--- src/rtl/crc_pkg.sv ---
`timescale 1ns / 1ps
// ----------------------------------------------------------------------------
// crc_pkg: shared types, constants and table builder
// Field widths, register defaults, item structs and the sRGB linearization
// table used by the contrast ratio checker.
// ----------------------------------------------------------------------------
package crc_pkg;

   localparam int unsigned CHANNEL_BITS_DEFAULT    = 8;
   localparam int unsigned RATIO_FRAC_BITS_DEFAULT = 12;

   localparam int unsigned CODE_BITS        = 8;
   localparam int unsigned ROM_DEPTH        = 256;
   localparam int unsigned LIN_BITS         = 17;
   localparam int unsigned REG_BITS         = 17;
   localparam int unsigned LUM_BITS         = 17;
   localparam int unsigned WEIGHT_FRAC_BITS = 16;
   localparam int unsigned PROD_BITS        = REG_BITS + LIN_BITS;
   localparam int unsigned SUM_BITS         = PROD_BITS + 2;
   localparam int unsigned TERM_BITS        = 22;
   localparam int unsigned RATIO_BITS       = 17;
   localparam int unsigned RATIO_INT_BITS   = 5;
   localparam int unsigned REM_BITS         = TERM_BITS + RATIO_BITS;
   localparam int unsigned CSR_INDEX_BITS   = 2;
   localparam int unsigned LUMA_STAGES      = 3;

   localparam logic [REG_BITS-1:0] RED_WEIGHT_RESET     = 17'd13933;
   localparam logic [REG_BITS-1:0] GREEN_WEIGHT_RESET   = 17'd46871;
   localparam logic [REG_BITS-1:0] BLUE_WEIGHT_RESET    = 17'd4732;
   localparam logic [REG_BITS-1:0] PASS_THRESHOLD_RESET = 17'd18432;

   // 1.0 in Q6.16, the scaled form of the 0.05 offset after multiplying by 20.
   localparam logic [TERM_BITS-1:0] TERM_ONE = 22'd65536;
   localparam logic [LUM_BITS-1:0]  LUM_MAX  = '1;

   // Curve construction constants.
   localparam int unsigned LIN_KNEE_CODE = 10;
   localparam logic [63:0] LIN_SLOPE_DEN = 64'd32946;
   localparam logic [63:0] CURVE_DEN_SQ  = 64'd10761 * 64'd10761;

   typedef enum logic [CSR_INDEX_BITS-1:0] {
      CSR_RED_WEIGHT     = 2'd0,
      CSR_GREEN_WEIGHT   = 2'd1,
      CSR_BLUE_WEIGHT    = 2'd2,
      CSR_PASS_THRESHOLD = 2'd3
   } crc_csr_index_type;

   typedef struct packed {
      logic [CODE_BITS-1:0] fg_red;
      logic [CODE_BITS-1:0] fg_green;
      logic [CODE_BITS-1:0] fg_blue;
      logic [CODE_BITS-1:0] bg_red;
      logic [CODE_BITS-1:0] bg_green;
      logic [CODE_BITS-1:0] bg_blue;
   } crc_req_type;

   typedef struct packed {
      logic [RATIO_BITS-1:0] contrast_ratio;
      logic                  meets_guideline;
   } crc_rsp_type;

   typedef struct packed {
      logic [REG_BITS-1:0] red_weight;
      logic [REG_BITS-1:0] green_weight;
      logic [REG_BITS-1:0] blue_weight;
      logic [REG_BITS-1:0] pass_threshold;
   } crc_cfg_type;

   typedef struct packed {
      logic [REM_BITS-1:0]   rem;
      logic [TERM_BITS-1:0]  den;
      logic [RATIO_BITS-1:0] quo;
      logic                  ovf;
   } crc_div_stage_type;

   typedef logic [LIN_BITS-1:0] crc_lin_rom_type [ROM_DEPTH];

   // y^5 with y in Q0.24, truncated after each product.
   function automatic logic [63:0] crc_fifth_power(input logic [63:0] y);
      logic [63:0] p;
      p = y;
      for (int k = 0; k < 4; k++) begin
         p = (p * y) >> 24;
      end
      return p;
   endfunction

   // Linear light in Q1.16 for every 8-bit code, with the code first reduced
   // to channel_bits and rescaled to the 0..255 curve index.
   function automatic crc_lin_rom_type crc_build_lin_table(input int unsigned channel_bits);
      crc_lin_rom_type base;
      crc_lin_rom_type lut;
      logic [63:0]     num;
      logic [63:0]     sq;
      logic [63:0]     target;
      logic [63:0]     lo;
      logic [63:0]     hi;
      logic [63:0]     mid;
      logic [63:0]     maxc;
      logic [63:0]     cm;
      logic [63:0]     idx;
      for (int c = 0; c < ROM_DEPTH; c++) begin
         if (c <= LIN_KNEE_CODE) begin
            base[c] = LIN_BITS'((64'(c) * 64'd655360 + 64'd16473) / LIN_SLOPE_DEN);
         end else begin
            num    = 64'd40 * 64'(c) + 64'd561;
            sq     = ((num * num) << 32) / CURVE_DEN_SQ;
            target = sq >> 8;
            lo     = 64'd0;
            hi     = 64'd1 << 24;
            // Fifth root of v^2 gives v^0.4 by bisection.
            for (int it = 0; it < 26; it++) begin
               if (lo < hi) begin
                  mid = (lo + hi + 64'd1) >> 1;
                  if (crc_fifth_power(mid) <= target) begin
                     lo = mid;
                  end else begin
                     hi = mid - 64'd1;
                  end
               end
            end
            base[c] = LIN_BITS'((sq * lo + (64'd1 << 39)) >> 40);
         end
      end
      maxc = (64'd1 << channel_bits) - 64'd1;
      for (int c = 0; c < ROM_DEPTH; c++) begin
         cm  = 64'(c) & maxc;
         idx = 64'd0;
         for (int k = 0; k < ROM_DEPTH; k++) begin
            if (64'(k) * maxc <= cm * 64'd255) begin
               idx = 64'(k);
            end
         end
         lut[c] = base[idx[CODE_BITS-1:0]];
      end
      return lut;
   endfunction

endpackage

--- src/rtl/crc_csr.sv ---
`timescale 1ns / 1ps
// ----------------------------------------------------------------------------
// crc_csr: configuration registers
// Holds the three luminance weights and the guideline threshold.
// ----------------------------------------------------------------------------
module crc_csr (
   input  logic                               clock,
   input  logic                               reset,
   input  logic                               csr_valid,
   output logic                               csr_ready,
   input  logic [crc_pkg::CSR_INDEX_BITS-1:0] csr_index,
   input  logic [crc_pkg::REG_BITS-1:0]       csr_data,
   output crc_pkg::crc_cfg_type               cfg
);
   import crc_pkg::*;

   crc_cfg_type cfg_ff;
   crc_cfg_type cfg_in;

   assign csr_ready = !reset;
   assign cfg       = cfg_ff;

   always_comb begin
      cfg_in = cfg_ff;
      if (csr_valid && csr_ready) begin
         case (crc_csr_index_type'(csr_index))
            CSR_RED_WEIGHT:     cfg_in.red_weight     = csr_data;
            CSR_GREEN_WEIGHT:   cfg_in.green_weight   = csr_data;
            CSR_BLUE_WEIGHT:    cfg_in.blue_weight    = csr_data;
            CSR_PASS_THRESHOLD: cfg_in.pass_threshold = csr_data;
            default:            cfg_in                = cfg_ff;
         endcase
      end
   end

   always_ff @(posedge clock) begin
      if (reset) begin
         cfg_ff.red_weight     <= RED_WEIGHT_RESET;
         cfg_ff.green_weight   <= GREEN_WEIGHT_RESET;
         cfg_ff.blue_weight    <= BLUE_WEIGHT_RESET;
         cfg_ff.pass_threshold <= PASS_THRESHOLD_RESET;
      end else begin
         cfg_ff <= cfg_in;
      end
   end

endmodule

--- config.mk ---
export PLATFORM = sky130hd
export DESIGN_NAME = crc_csr
export DESIGN_NICKNAME = d
export VERILOG_FILES = /design/src/rtl/crc_pkg.sv /design/src/rtl/crc_csr.sv
export SDC_FILE = /design/constraint.sdc
export NUM_CORES = 1
export LEC_CHECK = 0
export ABC_AREA = 1
export BUFFER_PORTS_ARGS = -buffer_cell sky130_fd_sc_hd__buf_2
export CORE_MARGIN = 2
export CORE_UTILIZATION = 42
export DETAILED_ROUTE_END_ITERATION = 16
export PLACE_DENSITY = 0.68
export SETUP_SLACK_MARGIN = 0.5
export SLEW_MARGIN = 20
export SYNTH_ARGS = -nofsm -noshare
export SYNTH_HDL_FRONTEND = slang
export SYNTH_SLANG_ARGS = --single-unit
--- constraint.sdc ---
create_clock -name clock -period 1.5 [get_ports clock]
set_clock_uncertainty 0.05 [all_clocks]
set_input_delay 0.3 -clock clock [delete_from_list [all_inputs] [get_ports clock]]
set_output_delay 0.3 -clock clock [all_outputs]
set_load 0.005 [all_outputs]
==> summary.txt <==
Global routing
  • Gr usage total: 0.1978
  • GRT overflow: 0
  • Antenna violations before repair: 0
  • First-pass GRT wire length: 11.70 mm
  • Largest net degree at the start of global routing: 46
  • Number of global-route vias before repair: 2503

Finish
  • Nets: 529
  • Most common cell after layout, fill and taps aside: nand2_1
  • Most frequent cells in the layout: 89 x nand2_1, 68 x dfxtp_2, 65 x buf_2
  • Max reg flops: 68
  • Final Cell Area: 4182 sq um
  • Layout Area Growth over Synthesis: 39.42%
  • Layout fillers: 598
  • Final core occ: 0.6087
  • Antenna diodes: 0
  • Share of layout cells above drive strength 1: 0.5137

Setup path
  • Startpoint types: flop
  • Critical Path AT: 0.80 ns
  • Crit. Startpoint: cfg[34]
  • Flop2flop setup slack: 0.64 ns
  • Crit path kind: reg2out
  • Worst-path cell chain: buf_2
  • Slowest stage delay, CP: 0.33 ns
  • Crit path buffers/inverters: 1
  • Req. time, crit path: 1.15 ns
  • Worst r2r src: cfg[54]
  • Family with the most delay on the worst path: flip-flops
  • CP endpoint kind: output pin
  • Critical Path Slowest Stage Cell: dfxtp_2
  • CP max FO: 2

Floorplan
  • I/O pins: 91
  • Core Box Area: 6869 sq um
  • Die Ht: 88.51 microns
  • # rows: 30
  • Die width: 88.51 microns
  • Die footprint: 7833 sq um
  • Initial core utilization: 0.4366

Synthesis
  • Synth Area in XOR/XNOR: 0
  • Ys Warns: 0
  • Post-Synth Simple-Gate Area: 0.3229
  • Sequential share of the synthesized area: 0.4539
  • Fraction of the mapped netlist area in adder cells: 0
  • Post-synthesis mux area share: 0
  • Synth area leader: dfxtp_1
  • Syn Nets: 421
  • Cells after Synth: 399
  • Dominant cells by area after synthesis: dfxtp_1 45%, nand2_1 11%, inv_1 8.0%
  • Synth Cell Area: 2999 sq um
  • Cell variety after synth: 18
  • Compound-gate portion of the synthesized area: 0.08469
  • Combinational family with the most area after synthesis: simple AND/OR/NAND/NOR gates
  • Post-synth top area share: 0.4539
  • Syn avg cell area: 7.517 sq um
  • Seq cells post-synth: 68

Timing
  • Endpoints failing setup: 0
  • Max-slew violation count: 0
  • Max Clk Rate: 0.8716 GHz
  • Slew headroom: 0.8244
  • Final-report hold violation count: 0
  • Post-route clock period utilization: 0.7649
  • Unrepaired setup endpoints after global routing: true
  • Worst Tran Pin Value: 0.2631 ns
  • Hold_ws: 0.1126 ns
  • Tmin final: 1.147 ns
  • Setup_tns: 0 ns

Placement
  • Post-DP HPWL: 5.035 mm
  • RePlAce Congestion: 0.8058
  • Cell area after placement: 3520 sq um
  • PortBufs: 90

Power
  • Lkg Pwr: 0.002006 uW
  • Maximum VDD drop: 0.4889 mV
  • Power per cell area: 914.0 nW/um^2
  • Final Power: 3822 uW

Routing
  • Initial DRC count: 154
  • Vias: 2780
  • Wire per inst: 12.54 microns
  • Post-route ant nets: 0
  • Vias/cell: 4.572
  • DRT Pass-1 Iters: 4
  • # DRC: 0
  • Drt total wl: 7.627 mm

CTS
  • Clock latency on the worst-skew pair: 0.35 ns
  • Total clock sinks: 68
  • CTS tree: done
  • Root Buffer: clkbuf_8
  • CTS buffer count: 9
  • Clock transition at the registers of the reported paths: 0.07 ns
  • H-tree depth: 3
  • Max Root-Sink Buffers: 2

Min path
  • Min-delay src: csr_data[13]
  • Hold Crit Class: in2reg

Job
  • Maxcap violations: 0

Status
  • Status: finished, final reports clean
==> kinds of logic after synthesis <==
logic type | count (synthesis)
AOI/OAI and AO/OA | 32
DFF | 68
buffers and inverters | 88
and+or+nand+nor | 211
==> through the flow <==
stage,worst slack [ns],std cells
global placement,0.1274,572
floorplan,0.3602,399
global route,0.3148,608
CTS,0.3455,596
finish,0.3527,608
detailed placement,0.07956,572
==> per-layer routing <==
metal  up-vias  routed length, microns  share of wire  global-route usage
met4         0                     125          0.016             0.08402
met1      1252                    3415           0.45              0.2572
met3        11                     728          0.095             0.07649
met2       108                    3358           0.44              0.2939
li1       1409                       -              -                   -
met5         -                       0              0                   0
==> cell type report <==
| class | instances | area (sq um) | area share |
|---|---|---|---|
| sequential | 68 | 1446 | 0.3459 |
| multi-input combinational | 243 | 1244 | 0.2974 |
| timing repair buffer | 118 | 930.9 | 0.2226 |
| inverter | 67 | 259.0 | 0.06194 |
| clock buffer | 15 | 176.4 | 0.04219 |
| tap | 96 | 120.1 | 0.02873 |
| clock inverter | 1 | 5.005 | 0.001197 |
==> Yosys cell counts <==
| master | instances |
|---|---|
| inv_2 | 3 |
| o21ai_2 | 25 |
| inv_1 | 64 |
| nand2_4 | 2 |
| dfxtp_1 | 68 |
| buf_2 | 5 |
| nand2_1 | 90 |
| nor2_4 | 3 |
| nand3_1 | 42 |
| buf_6 | 6 |
| nor2_2 | 1 |
| nor2_8 | 1 |
| buf_8 | 2 |
| clkbuf_1 | 5 |
| buf_4 | 3 |
| nand2_2 | 27 |
| nor2_1 | 45 |
| o21ai_1 | 7 |
==> worst paths after layout <==
| check | to | cells after the start |
|---|---|---|
| worst min-delay path | cfg[13] | 3 |
| worst max-delay path | cfg[34] | 1 |
| worst max register to register | cfg[54] | 5 |
| worst min register to register | cfg[62] | 2 |
==> timing repair <==
| action | CTS | global route |
|---|---|---|
| cloned | 1 | 1 |
| setup buffers | 7 | 11 |
| pin swaps | 1 | 2 |
| hold buffers | 0 | 0 |
| resized for setup | 79 | 24 |
| setup endpoints to repair | 90 | 82 |
==> report_power, final <==
part	switching (uW)	leakage, uW	internal, uW	total (uW)
sequential	38.0	0.000560	1880	1920
combinational	257	0.00135	228	484
clock	679	0.0000937	736	1410
No activity file was read; power rests on OpenSTA's default activity.
