### config.mk
export PLATFORM = sky130hd
export DESIGN_NAME = crc_div
export DESIGN_NICKNAME = d
export VERILOG_FILES = /design/src/rtl/crc_pkg.sv /design/src/rtl/crc_div.sv
export SDC_FILE = /design/constraint.sdc
export NUM_CORES = 2
export LEC_CHECK = 0
export BUFFER_PORTS_ARGS = -buffer_cell sky130_fd_sc_hd__buf_2
export CORE_MARGIN = 5
export CORE_UTILIZATION = 65
export CTS_CLUSTER_DIAMETER = 60
export DETAILED_ROUTE_END_ITERATION = 8
export GPL_TIMING_DRIVEN = 0
export PLACE_DENSITY = 0.88
export SYNTH_ARGS = -nofsm -noshare
export SYNTH_HDL_FRONTEND = slang
export SYNTH_SLANG_ARGS = --single-unit
### constraint.sdc
create_clock -name clock -period 7 [get_ports clock]
set_clock_uncertainty 0.05 [all_clocks]
set_input_delay 0.35 -clock clock [delete_from_list [all_inputs] [get_ports clock]]
set_output_delay 0.35 -clock clock [all_outputs]
set_load 0.01 [all_outputs]
### src/rtl/crc_pkg.sv
`timescale 1ns / 1ps
// ----------------------------------------------------------------------------
// crc_pkg: shared types, constants and table builder
// Field widths, register defaults, item structs and the sRGB linearization
// table used by the contrast ratio checker.
// ----------------------------------------------------------------------------
package crc_pkg;

   localparam int unsigned CHANNEL_BITS_DEFAULT    = 8;
   localparam int unsigned RATIO_FRAC_BITS_DEFAULT = 12;

   localparam int unsigned CODE_BITS        = 8;
   localparam int unsigned ROM_DEPTH        = 256;
   localparam int unsigned LIN_BITS         = 17;
   localparam int unsigned REG_BITS         = 17;
   localparam int unsigned LUM_BITS         = 17;
   localparam int unsigned WEIGHT_FRAC_BITS = 16;
   localparam int unsigned PROD_BITS        = REG_BITS + LIN_BITS;
   localparam int unsigned SUM_BITS         = PROD_BITS + 2;
   localparam int unsigned TERM_BITS        = 22;
   localparam int unsigned RATIO_BITS       = 17;
   localparam int unsigned RATIO_INT_BITS   = 5;
   localparam int unsigned REM_BITS         = TERM_BITS + RATIO_BITS;
   localparam int unsigned CSR_INDEX_BITS   = 2;
   localparam int unsigned LUMA_STAGES      = 3;

   localparam logic [REG_BITS-1:0] RED_WEIGHT_RESET     = 17'd13933;
   localparam logic [REG_BITS-1:0] GREEN_WEIGHT_RESET   = 17'd46871;
   localparam logic [REG_BITS-1:0] BLUE_WEIGHT_RESET    = 17'd4732;
   localparam logic [REG_BITS-1:0] PASS_THRESHOLD_RESET = 17'd18432;

   // 1.0 in Q6.16, the scaled form of the 0.05 offset after multiplying by 20.
   localparam logic [TERM_BITS-1:0] TERM_ONE = 22'd65536;
   localparam logic [LUM_BITS-1:0]  LUM_MAX  = '1;

   // Curve construction constants.
   localparam int unsigned LIN_KNEE_CODE = 10;
   localparam logic [63:0] LIN_SLOPE_DEN = 64'd32946;
   localparam logic [63:0] CURVE_DEN_SQ  = 64'd10761 * 64'd10761;

   typedef enum logic [CSR_INDEX_BITS-1:0] {
      CSR_RED_WEIGHT     = 2'd0,
      CSR_GREEN_WEIGHT   = 2'd1,
      CSR_BLUE_WEIGHT    = 2'd2,
      CSR_PASS_THRESHOLD = 2'd3
   } crc_csr_index_type;

   typedef struct packed {
      logic [CODE_BITS-1:0] fg_red;
      logic [CODE_BITS-1:0] fg_green;
      logic [CODE_BITS-1:0] fg_blue;
      logic [CODE_BITS-1:0] bg_red;
      logic [CODE_BITS-1:0] bg_green;
      logic [CODE_BITS-1:0] bg_blue;
   } crc_req_type;

   typedef struct packed {
      logic [RATIO_BITS-1:0] contrast_ratio;
      logic                  meets_guideline;
   } crc_rsp_type;

   typedef struct packed {
      logic [REG_BITS-1:0] red_weight;
      logic [REG_BITS-1:0] green_weight;
      logic [REG_BITS-1:0] blue_weight;
      logic [REG_BITS-1:0] pass_threshold;
   } crc_cfg_type;

   typedef struct packed {
      logic [REM_BITS-1:0]   rem;
      logic [TERM_BITS-1:0]  den;
      logic [RATIO_BITS-1:0] quo;
      logic                  ovf;
   } crc_div_stage_type;

   typedef logic [LIN_BITS-1:0] crc_lin_rom_type [ROM_DEPTH];

   // y^5 with y in Q0.24, truncated after each product.
   function automatic logic [63:0] crc_fifth_power(input logic [63:0] y);
      logic [63:0] p;
      p = y;
      for (int k = 0; k < 4; k++) begin
         p = (p * y) >> 24;
      end
      return p;
   endfunction

   // Linear light in Q1.16 for every 8-bit code, with the code first reduced
   // to channel_bits and rescaled to the 0..255 curve index.
   function automatic crc_lin_rom_type crc_build_lin_table(input int unsigned channel_bits);
      crc_lin_rom_type base;
      crc_lin_rom_type lut;
      logic [63:0]     num;
      logic [63:0]     sq;
      logic [63:0]     target;
      logic [63:0]     lo;
      logic [63:0]     hi;
      logic [63:0]     mid;
      logic [63:0]     maxc;
      logic [63:0]     cm;
      logic [63:0]     idx;
      for (int c = 0; c < ROM_DEPTH; c++) begin
         if (c <= LIN_KNEE_CODE) begin
            base[c] = LIN_BITS'((64'(c) * 64'd655360 + 64'd16473) / LIN_SLOPE_DEN);
         end else begin
            num    = 64'd40 * 64'(c) + 64'd561;
            sq     = ((num * num) << 32) / CURVE_DEN_SQ;
            target = sq >> 8;
            lo     = 64'd0;
            hi     = 64'd1 << 24;
            // Fifth root of v^2 gives v^0.4 by bisection.
            for (int it = 0; it < 26; it++) begin
               if (lo < hi) begin
                  mid = (lo + hi + 64'd1) >> 1;
                  if (crc_fifth_power(mid) <= target) begin
                     lo = mid;
                  end else begin
                     hi = mid - 64'd1;
                  end
               end
            end
            base[c] = LIN_BITS'((sq * lo + (64'd1 << 39)) >> 40);
         end
      end
      maxc = (64'd1 << channel_bits) - 64'd1;
      for (int c = 0; c < ROM_DEPTH; c++) begin
         cm  = 64'(c) & maxc;
         idx = 64'd0;
         for (int k = 0; k < ROM_DEPTH; k++) begin
            if (64'(k) * maxc <= cm * 64'd255) begin
               idx = 64'(k);
            end
         end
         lut[c] = base[idx[CODE_BITS-1:0]];
      end
      return lut;
   endfunction

endpackage

### src/rtl/crc_div.sv
`timescale 1ns / 1ps
// ----------------------------------------------------------------------------
// crc_div: pipelined restoring divider
// Quotient (num << RATIO_FRAC_BITS) / den, one quotient bit per stage, with
// an overflow flag when the quotient does not fit in RATIO_BITS.
// ----------------------------------------------------------------------------
module crc_div #(
   parameter int unsigned RATIO_FRAC_BITS = crc_pkg::RATIO_FRAC_BITS_DEFAULT
) (
   input  logic                           clock,
   input  logic                           reset,
   input  logic                           in_valid,
   input  logic [crc_pkg::TERM_BITS-1:0]  in_num,
   input  logic [crc_pkg::TERM_BITS-1:0]  in_den,
   output logic                           out_valid,
   output logic [crc_pkg::RATIO_BITS-1:0] out_quo,
   output logic                           out_ovf
);
   import crc_pkg::*;

   localparam int unsigned NUM_BITS = TERM_BITS + RATIO_FRAC_BITS;

   crc_div_stage_type stage_ff [RATIO_BITS+1];
   crc_div_stage_type prep_in;
   logic [RATIO_BITS:0] valid_in;
   logic [RATIO_BITS:0] valid_ff;

   logic [NUM_BITS-1:0] scaled_num;
   logic [REM_BITS-1:0] dividend;
   logic [REM_BITS-1:0] den_top;

   always_comb begin
      scaled_num  = {in_num, {RATIO_FRAC_BITS{1'b0}}};
      dividend    = REM_BITS'(scaled_num);
      den_top     = {in_den, {RATIO_BITS{1'b0}}};
      prep_in.rem = dividend;
      prep_in.den = in_den;
      prep_in.quo = '0;
      prep_in.ovf = (dividend >= den_top);
      valid_in    = {valid_ff[RATIO_BITS-1:0], in_valid};
   end

   always_ff @(posedge clock) begin
      stage_ff[0] <= prep_in;
   end

   for (genvar k = 0; k < RATIO_BITS; k++) begin : g_step
      localparam int unsigned BIT = RATIO_BITS - 1 - k;
      logic [REM_BITS-1:0] shifted_den;
      logic [REM_BITS:0]   diff;
      crc_div_stage_type   stage_in;

      always_comb begin
         shifted_den = REM_BITS'(stage_ff[k].den) << BIT;
         diff        = {1'b0, stage_ff[k].rem} - {1'b0, shifted_den};
         stage_in    = stage_ff[k];
         // No borrow means the shifted divisor fits: keep the difference.
         if (!diff[REM_BITS]) begin
            stage_in.rem      = diff[REM_BITS-1:0];
            stage_in.quo[BIT] = 1'b1;
         end
      end

      always_ff @(posedge clock) begin
         stage_ff[k+1] <= stage_in;
      end
   end

   always_ff @(posedge clock) begin
      if (reset) begin
         valid_ff <= '0;
      end else begin
         valid_ff <= valid_in;
      end
   end

   assign out_valid = valid_ff[RATIO_BITS];
   assign out_quo   = stage_ff[RATIO_BITS].quo;
   assign out_ovf   = stage_ff[RATIO_BITS].ovf;

endmodule

==> impl_metrics.tcl <==
set metrics [dict create \
    status "finished clean" \
    synth_seq_cells 1083 \
    cts.repair.resized 0 \
    slew_headroom 0.120 \
    timing.final.crit_share 0.763 \
    leakage_nw 23.7 \
    rsz0062_at_grt "no" \
    irDropWorstVdd_uv 348 \
    initial_core_util 0.657 \
    path_clk_slew_ns 0.07 \
    row_count 98 \
    die_area_um2 77900 \
    path_delay_family "compound AO/OA/AOI/OAI gates" \
    ys.flop_type "dfxtp_1" \
    setup-tns-final_ns 0 \
    syn_inst 5050 \
    wirelength_mm 116 \
    stdcell_count 6305 \
    rr_startpoint "stage_ff[1][55]$_DFF_P_" \
    port_buffers 65 \
    slew_violations 0 \
    ys_types 81 \
    worstMarginPinSlew_ns 1.32 \
    slowest_delay_ns 1.12 \
    die_width_um 279 \
    crit_slowest_cell "a2111oi_2" \
    dp_hpwl_mm 79.7 \
    startpoint_type "register" \
    cts-root-buf "clkbuf_16" \
    ys_seq_area_frac 0.461 \
    ant_nets 0 \
    vias_per_cell 5.96 \
    cp.depth 12 \
    place_congestion 1.01 \
    path_cells "inv_1, ha_1, fa_1, nor2b_1, o31a_1, a2111oi_0, o41ai_1, o41ai_2, o21bai_1, a2111oi_2, clkbuf_1, o21ai_0" \
    final_hold_viol_count 0 \
    syn_area_um2 47100 \
    drc_errors 0 \
    fmax_mhz 187 \
    grt_pass1_vias 38500 \
    h-tree-depth 3 \
    ios 66 \
    crit_path_start "stage_ff[1][55]$_DFF_P_" \
    dr.first_iter.drc_count 2830 \
    reg2reg_setup_slack_ns 1.66 \
    final_layout_size_suffix_gt1_frac 0.0674 \
    maxCapViolations 0 \
    path_class "reg2reg" \
    syn_avg_cell_area_um2 9.32 \
    grt_usage 0.290 \
    grt_remaining_overflow 0 \
    cp-end-kind "register" \
    hold_class "reg2reg" \
    fin_nets 5705 \
    reg2reg_to "stage_ff[2][55]$_DFF_P_" \
    firstDrtPassIters 6 \
    period_needed_ns 5.34 \
    setup_viol_count_final 0 \
    area_delta_synth_final_pct 12.1 \
    clock-sinks 1083 \
    clock_latency_ns 0.68 \
    grt_max_degree 17 \
    pwr_density_cell_nw_per_um2 472 \
    crit_required_ns 7.45 \
    cts_tree "yes" \
    wl_per_cell_um 18.4 \
    post-cts-setup-buffers 0 \
    ys_async_sr_fraction 0 \
    rr_worst_depth 12 \
    critPathArrivalTime_ns 5.80 \
    chipHeight_um 279 \
    fill_cells 4664 \
    dp_cells 6066 \
    via_count 37600 \
    cp_max_fo 10 \
    path_buf_inv 2 \
    grt_antenna_before_repair 0 \
    synth-edff-count 0 \
    cts_buffers 103 \
    grt_pass1_wl_mm 188 \
    ys_warn_count 0 \
    core-area_um2 71600 \
    clock_path_buffers 3 \
    crit_path_end "stage_ff[2][55]$_DFF_P_" \
]
## flip-flops by register name, indices dropped and copies added (netlist names)
| name | count |
|---|---|
| stage_ff | 1065 |
| valid_ff | 18 |
## area by class of cell
| cell class | count | area (um2) | share of cell area |
|---|---|---|---|
| multi-input cells | 3392 | 23200 | 0.440 |
| flip-flops and latches | 1083 | 21700 | 0.411 |
| clock buffers | 125 | 2780 | 0.0527 |
| inverters | 486 | 1820 | 0.0346 |
| well taps | 950 | 1190 | 0.0225 |
| clock inverters | 67 | 922 | 0.0175 |
| repair buffers | 111 | 786 | 0.0149 |
| plain buffers | 90 | 348 | 0.00659 |
| diodes | 1 | 2.50 | 0.0000474 |
## layer usage
metal	global-route usage	share of wire	up-vias
li1	-	-	17900
met1	0.312	0.37	17500
met2	0.534	0.50	1630
met3	0.0402	0.057	538
met4	0.179	0.069	0
met5	0	0	-
## cell usage after synthesis (46+ instances only)
library cell / instances / area, um2
inv_1: 485 / 1820
or3_1: 46 / 288
nor2_1: 287 / 1080
nor3_1: 95 / 475
nand2_1: 419 / 1570
o31ai_1: 50 / 375
a21oi_1: 354 / 1770
a21o_1: 146 / 1100
mux2_2: 67 / 754
clkbuf_1: 84 / 315
o21a_1: 74 / 556
nand2b_1: 68 / 425
o21ai_0: 354 / 1770
xnor2_1: 200 / 1750
ha_1: 375 / 4690
dfxtp_1: 1083 / 21700
nor2b_1: 81 / 507
nand3_1: 77 / 385
xor2_1: 176 / 1540
## placed cells by master (no fill, tap or decap), types with 16 or more instances in the layout
cell type	Yosys	final
a21o_1	146	146
ha_1	375	375
xor2_1	176	176
or3_1	46	46
o211ai_1	27	27
nand4_1	30	30
dfxtp_1	1083	1083
clkbuf_16	0	104
o31ai_1	50	50
buf_2	1	66
a211oi_1	40	40
nor2_1	287	287
dlygate4sd3_1	0	46
a31oi_1	37	37
a21boi_0	19	19
mux2_2	67	67
nand2b_1	68	68
xnor2_1	200	200
and3_1	29	29
inv_1	485	485
clkinv_2	0	25
bufinv_16	0	17
nor3_1	95	95
fa_1	16	16
nor4_1	37	37
o21ai_0	354	354
nand3_1	77	77
and2_1	21	21
o21a_1	74	74
nand2_1	419	419
or2_2	17	17
a21oi_1	354	354
o21bai_1	37	37
clkbuf_1	84	95
or4_1	21	21
nor2b_1	81	81
## worst min-delay path by stage
stage / slack, ns / start / end / cells past startpoint
after floorplan: 0.26 / stage_ff[9][0]$_DFF_P_ / stage_ff[10][0]$_DFF_P_ / 0
after global placement: 0.26 / stage_ff[15][0]$_DFF_P_ / stage_ff[16][0]$_DFF_P_ / 0
after detailed placement: 0.26 / stage_ff[11][15]$_DFF_P_ / stage_ff[12][15]$_DFF_P_ / 0
after CTS: 0.25 / in_den[18] / stage_ff[0][36]$_DFF_P_ / 2
after global routing: 0.26 / in_den[7] / stage_ff[0][25]$_DFF_P_ / 2
final: 0.26 / stage_ff[11][11]$_DFF_P_ / stage_ff[12][11]$_DFF_P_ / 0
## where the power goes
group	total, mW	switching [mW]	internal, mW
Clock	5.94	2.45	3.50
Sequential	8.99	1.12	7.87
Combinational	9.97	5.63	4.34
Total	24.9	9.20	15.7
## worst register-to-register path: stages, from the launching register on
cell and delay [ns]:
dfxtp_1 0.34, inv_1 0.08, ha_1 0.22, fa_1 0.27, nor2b_1 0.12, o31a_1 0.32, a2111oi_0 0.66, o41ai_1 0.24
o41ai_2 0.55, o21bai_1 0.25, a2111oi_2 1.12, clkbuf_1 0.69, o21ai_0 0.26
## cells by family (layout without fill, tap and decap cells)
logic type | count (synthesis) | count (layout) | synth area share
AOI/OAI and AO/OA | 1277 | 1277 | 0.170
and+or+nand+nor | 1274 | 1274 | 0.130
DFF | 1083 | 1083 | 0.461
buffers and inverters | 576 | 879 | 0.0461
adders and majority gates | 391 | 391 | 0.106
xor gates and xnor gates | 376 | 376 | 0.0700
muxes | 72 | 72 | 0.0171
other | 1 | 3 | 0.0000797
## through the flow
step | instance area (um2) | setup slack [ns] | util | power, mW | hold WS, ns
finish | 52800 | 1.66 | 0.737 | 24.9 | 0.257
global route | 52800 | 1.67 | 0.737 | 26.4 | 0.261
CTS | 52800 | 2.00 | 0.737 | 24.7 | 0.248
detailed placement | 48600 | 2.16 | 0.679 | 18.5 | 0.262
global placement | 48600 | 2.33 | 0.679 | 18.2 | 0.259
floorplan | 47100 | 3.58 | - | 16.3 | 0.260
## what timing repair did
item                                    CTS  global route
hold endpoints to repair                 54             0
hold buffers                             46             0
endpoints found under the setup margin    0             0
Power figures use the tool's default switching activity.
